`src/design/mdvt_pkg.sv`:
```
package mdvt_pkg;

  localparam int MAX_MBS    = 2400;
  localparam int HIST_DEPTH = 8;
  localparam int WORDS32    = (MAX_MBS + 31) / 32;
  localparam int WORDS64    = (WORDS32 + 1) / 2;
  localparam int HIST_WORDS = HIST_DEPTH * WORDS64;

  localparam int WORD_W  = 64;
  localparam int BIT_W   = $clog2(WORD_W);
  localparam int WIDX_W  = $clog2(WORDS64);
  localparam int HADDR_W = $clog2(HIST_WORDS);
  localparam int SLOT_W  = $clog2(HIST_DEPTH);

  localparam int MB_W   = 12;
  localparam int STEP_W = $clog2(MB_W);
  localparam int VER_W  = 32;
  localparam int QW_W   = 7;
  localparam int CMD_W  = 3;

  localparam int IN_DATA_W  = 80;
  localparam int OUT_DATA_W = 104;

  localparam int CFG_IDX_W  = 2;
  localparam int CFG_DATA_W = 12;

  localparam logic [CFG_IDX_W-1:0] CFG_PIC_SIZE = 2'd0;
  localparam logic [CFG_IDX_W-1:0] CFG_WIDTH    = 2'd1;
  localparam logic [CFG_IDX_W-1:0] CFG_QWORDS   = 2'd2;

  localparam logic [MB_W-1:0] PIC_SIZE_RST = 12'd2400;
  localparam logic [MB_W-1:0] WIDTH_RST    = 12'd1;
  localparam logic [QW_W-1:0] QWORDS_RST   = 7'd75;

  localparam logic [CMD_W-1:0] CMD_BEGIN    = 3'd0;
  localparam logic [CMD_W-1:0] CMD_MARK     = 3'd1;
  localparam logic [CMD_W-1:0] CMD_MARK_ALL = 3'd2;
  localparam logic [CMD_W-1:0] CMD_END      = 3'd3;
  localparam logic [CMD_W-1:0] CMD_RST_HIST = 3'd4;
  localparam logic [CMD_W-1:0] CMD_CHANGED  = 3'd5;
  localparam logic [CMD_W-1:0] CMD_TOUCHED  = 3'd6;

  typedef struct packed {
    logic done;
    logic rem_zero;
  } rem_stat_t;

endpackage

```
`src/design/mdvt_rem.sv`:
```
module mdvt_rem import mdvt_pkg::*; (
  input  logic            clk,
  input  logic            rst,
  input  logic            start,
  input  logic [MB_W-1:0] dividend,
  input  logic [MB_W-1:0] divisor,
  output rem_stat_t       stat
);

  logic              busy;
  logic              done;
  logic [STEP_W-1:0] step;
  logic [MB_W-1:0]   dvd;
  logic [MB_W-1:0]   divr;
  logic [MB_W-1:0]   rem;
  logic [MB_W:0]     trial;

  assign trial = {rem, dvd[MB_W-1]};

  always_ff @(posedge clk) begin
    if (rst) begin
      busy <= 1'b0;
      done <= 1'b0;
    end else begin
      done <= 1'b0;
      if (start) begin
        busy <= 1'b1;
        step <= '0;
        dvd  <= dividend;
        divr <= divisor;
        rem  <= '0;
      end else if (busy) begin
        dvd  <= {dvd[MB_W-2:0], 1'b0};
        rem  <= (trial >= {1'b0, divr}) ? MB_W'(trial - {1'b0, divr}) : MB_W'(trial);
        step <= step + 1'b1;
        if (step == STEP_W'(MB_W - 1)) begin
          busy <= 1'b0;
          done <= 1'b1;
        end
      end
    end
  end

  assign stat.done     = done;
  assign stat.rem_zero = (rem == '0);

endmodule

```
`config.mk`:
```
export PLATFORM = sky130hd
export DESIGN_NAME = mdvt_rem
export DESIGN_NICKNAME = d
export VERILOG_FILES = /design/src/design/mdvt_pkg.sv /design/src/design/mdvt_rem.sv
export SDC_FILE = /design/constraint.sdc
export NUM_CORES = 1
export LEC_CHECK = 0
export CELL_PAD_IN_SITES_DETAIL_PLACEMENT = 1
export CELL_PAD_IN_SITES_GLOBAL_PLACEMENT = 1
export CORE_UTILIZATION = 45
export CTS_CLUSTER_SIZE = 24
export DETAILED_ROUTE_END_ITERATION = 10
export DONT_BUFFER_PORTS = 1
export PLACE_DENSITY = 0.74
export SLEW_MARGIN = 0
export SYNTH_ARGS = -nofsm -noshare
export SYNTH_HDL_FRONTEND = slang
export SYNTH_SLANG_ARGS = --single-unit
export TNS_END_PERCENT = 5
```
`constraint.sdc`:
```
create_clock -name clk -period 4.1 [get_ports clk]
set_input_delay 0 -clock clk [delete_from_list [all_inputs] [get_ports clk]]
set_output_delay 0 -clock clk [all_outputs]
set_load 0.02 [all_outputs]
```
==> After elaboration in Yosys (flattened, before gate mapping) <==
Cells that the tools add are included.
W data, S select, Z words.
{ "classes": {"addsub": 2, "n_lt_le_gt_ge": 1, "n_eq_ne": 1, "muxes": 9, "bitwise_logic": 2, "reduce_logical": 5} }
{ "ops": {"columns": ["op", "count"], "rows": [
  ["$mux W12", 4],
  ["$ge A13 B12 Y1", 1],
  ["$logic_not A12 Y1", 1],
  ["$sub A12 B12 Y12", 1],
  ["$add A4 B1 Y4 const B", 1],
  ["$eq A4 B4 Y1 const B", 1],
  ["$mux W1", 4],
  ["$mux W4", 1],
  ["$reduce_and A2 Y1", 2],
  ["$reduce_or A3 Y1", 1],
  ["$not A1 Y1", 2],
  ["$reduce_bool A2 Y1", 1]
]} }
{ "totals": {"ff_bits": 42, "inputBits": 27, "output_inout_bits": 2} }

==> Depth between registers and ports, before layout <==
{ "logic_depth": {"depth_word": 4, "ltp_mapped": 9} }

==> Worst setup path before layout <==
OpenSTA, ideal clock, no wires.
{ "synth_path": {"path_type": "in2reg", "startpoint": "in start", "endpoint": "reg dvd[0] (enable)", "setup_ps": 413, "arrival_ps": 1908, "t_required_ps": 3687, "setup_slack_ps": 1779, "path_stages": 4, "cell_sequence": "clkbuf_1 clkbuf_1 nor2_1 nor2_1"} }
{ "synth_between": {"elab_chain_len": 2} }
{ "synth_lines": {"columns": ["element", "line_no", "source"], "rows": [
  ["start, declared", "mdvt_rem.sv:4", "input logic start,"],
  ["$reduce_bool A2 Y1 (no line)", null, null],
  ["$reduce_and A2 Y1 (no line)", null, null],
  ["end signal, assigned", "mdvt_rem.sv:29", "dvd <= dividend;"],
  ["end signal, assigned", "mdvt_rem.sv:33", "dvd <= {dvd[MB_W-2:0], 1'b0};"],
  ["end, declared", "mdvt_rem.sv:13", "logic [MB_W-1:0] dvd;"]
]} }
No other way between the ends.
A chain may end at the register's enable or synchronous reset.

==> Worst setup path in the final report <==
{ "layout_path": {"startpoint": "reg dvd[11]", "endpoint": "reg rem[10], data pin"} }
{ "layout_between": {"elab_chain_len": 3, "word_cells_on_any_way": 4, "classes_between": "1 x add/sub; 1 x order compare; 2 x mux"} }
{ "layout_lines": {"columns": ["element", "line_no", "source"], "rows": [
  ["$sub A12 B12 Y12 or $ge A13 B12 Y1 (tied branches)", "mdvt_rem.sv:34", "rem <= (trial >= {1'b0, divr}) ? MB_W'(trial - {1'b0, divr}) : MB_W'(trial);"],
  ["$mux W12 *", "mdvt_rem.sv:34", null],
  ["$mux W12 *", "mdvt_rem.sv:32", "end else if (busy) begin"],
  ["end signal, assigned", "mdvt_rem.sv:34", null],
  ["end, declared", "mdvt_rem.sv:15", "logic [MB_W-1:0] rem;"]
]} }
Mark *: on every way between the ends. The rest lies on a longest branch, timed or not. The select of a mux whose other input is x is not followed.

==> impl_results.md <==
- Yosys warns: 0
- Initial antenna violation count: 0
- All-layer global routing usage: 0.2138
- Synth area leader: edfxtp_1
- Drt first-iter violations: 90
- Share of layout cells above drive strength 1: 0.1266
- Setup violators final: 0
- Final Hold Slack: 0.01679 ns
- Pin count of the biggest net entering global routing: 26
- Number of fill cells: 557
- Setup Buffers After CTS: 0
- Commonest cells post-synth: edfxtp_1, a21oi_1, inv_1
- Slew of the pin with the lowest slew margin: 1.194 ns
- Final ANT Viol Nets: 0
- Total Wirelength: 5486 um
- Top cell type's share of synthesized area: 0.5082
- DPL Wire Length: 3750 um
- Synth top area cells: edfxtp_1, ha_1, mux2_2, a21oi_1, inv_1
- Sequential fraction of the synthesis area: 0.5251
- Post-Syn Area: 2364 sq um
- Routed vias: 1742
- Initial DRT Pass Iterations: 4
- Maxcap violations: 0
- Root Buffer: clkbuf_8
- Per-cell routed wire length: 18.35 um
- Initial Util: 0.4657
- Distinct cells, synth: 48
- Skew final: 0.003927 ns
- Run status: complete, no violations
- Chip height: 74.47 um
- Fmax: 0.4023 GHz
- Max VDD drop: 0.0001972 V
- Nets: 269
- Core Footprint: 5075 sq um
- CP endpoint kind: register
- Fin crit period: 2.486 ns
- Syn Nets: 239
- DIE WIDTH: 74.47 um
- Vias per cell: 5.826
- Gpl congestion: 0.9513
- Worst Hold Class: input port to register
- Pwr/cell area: 422.9 nW/um^2
- Synthesis-stage register bit count: 42
- EDFF count, synth: 40
- Max H-tree Level: 2
- P&R area growth vs syn: 19.11%
- Asr flop ratio synth: 0
- Clock Sinks: 42
- Slew margin rel.: 0.2010
- Die area: 5546 sq um
- Port bufs: 0
- # IOs: 29
- Std-Cell Rows: 26
- Kind of critical path: register to register
- RSZ-0062 raised after global routing: no
- Final Slew Violations: 0
- Worst-Skew Late Latency: 0.30 ns
- Layout Cells excl Fill: 299
- CTS Buffer Depth: 2
- Syn Inst Count: 198
- Static Leakage: 0.001046 uW
- Max Fanout on Critical Path: 3
- Final hold vios: 0
- Top FF cell, synth: edfxtp_1
- Ant diodes: 0
- Area after DPL: 2435 sq um
- Cts bufs inserted: 5
- TritonCTS clock tree: yes
- Cell area after layout: 2815 sq um
- Placed cells: 264
- Mean post-synth cell area: 11.94 sq um
- First-pass GRT wire length: 8611 um
- CP Launch Type: register
- Final period utilization: 0.6063
- Overflow after GRT: 0
- Worst-path clk slew: 0.08 ns
- Worst EP required: 4.13 ns
- Worst Path Arrival: 2.52 ns
- Count leader, synth: edfxtp_1
- Setup TNS: 0 ns
- DRC: 0
- Vias in the first global route: 1732
## final timing paths
check	start	to	slack, ns	cells after the start
setup / recovery	dvd[11]	rem[10]	1.61	9
setup reg to reg	dvd[11]	rem[10]	1.61	9
hold reg to reg	busy	done	0.49	1
hold / removal	rst	rem[8]	0.02	1
## stage by stage
step | setup WS (ns) | power, uW | util
global placement | 1.759 | 819.3 | 0.4798
finish | 1.614 | 1191 | 0.5547
floorplan | 1.779 | 767.8 | -
global route | 1.450 | 1244 | 0.5547
detailed placement | 1.664 | 835.3 | 0.4798
CTS | 1.622 | 1196 | 0.5547
## critical path: stages, from the launching register on
cell,delay [ns]
edfxtp_1,0.40
inv_1,0.07
ha_1,0.18
inv_1,0.06
fa_1,0.42
a21o_1,0.25
a31o_2,0.29
and4_2,0.23
a311oi_1,0.21
o22ai_1,0.11
## report_power, final
part           switching (uW)  total [uW]  leakage [uW]  internal (uW)
Clock                     152         334     0.0000514            182
Combinational             185         319      0.000594            134
Sequential               21.6         538      0.000400            517
## layout make-up
| cell class | count | area [sq um] | area share |
|---|---|---|---|
| repair buffers | 28 | 277.8 | 0.09867 |
| inverters | 15 | 56.30 | 0.02000 |
| clock inverters | 2 | 37.54 | 0.01333 |
| multi-input cells | 136 | 1042 | 0.3702 |
| clock buffers | 6 | 72.57 | 0.02578 |
| flip-flops and latches | 42 | 1241 | 0.4409 |
| well taps | 70 | 87.58 | 0.03111 |
## routing by layer
metal	global-route usage	routed length (um)	share of wire	up-vias
li1	-	-	-	824
met1	0.2712	2350	0.43	873
met2	0.3614	2821	0.51	36
met3	0.04743	226	0.041	9
met4	0.07128	87	0.016	0
met5	0	0	0	-
## registers in the layout, summed over array words and instances (netlist names)
register	cells
divr	12
dvd	12
rem	12
step	4
busy	1
done	1
## kinds of logic (layout without fill, tap and decap cells)
logic type | after synthesis | count (layout) | share of synthesized area
xor+xnor | 7 | 7 | 0.02594
simple gates | 47 | 47 | 0.1101
flops | 42 | 42 | 0.5251
fa+ha+maj | 14 | 14 | 0.07729
buf+inv | 20 | 51 | 0.03494
mux | 12 | 12 | 0.05664
compound gates | 56 | 56 | 0.1699
## repair_timing
action / in CTS / in global routing
hold buffers: 27 / 0
hold endpoints to repair: 38 / 0
endpoints found under the setup margin: 0 / 0
gates resized for setup: 0 / 0
## cells in the final DEF, fill, tap and decap left out, types with 4 or more instances in the layout
master          n
a211oi_1        4
a21oi_1        15
and3_1          4
clkbuf_8        5
dlygate4sd3_1  27
edfxtp_1       40
ha_1           13
inv_1          15
mux2_2         11
nand2_1         7
nand3_1         6
nor2_1         11
nor2b_1         4
o21ai_0         9
xnor2_1         5
No activity file was read; power rests on OpenSTA's default activity.
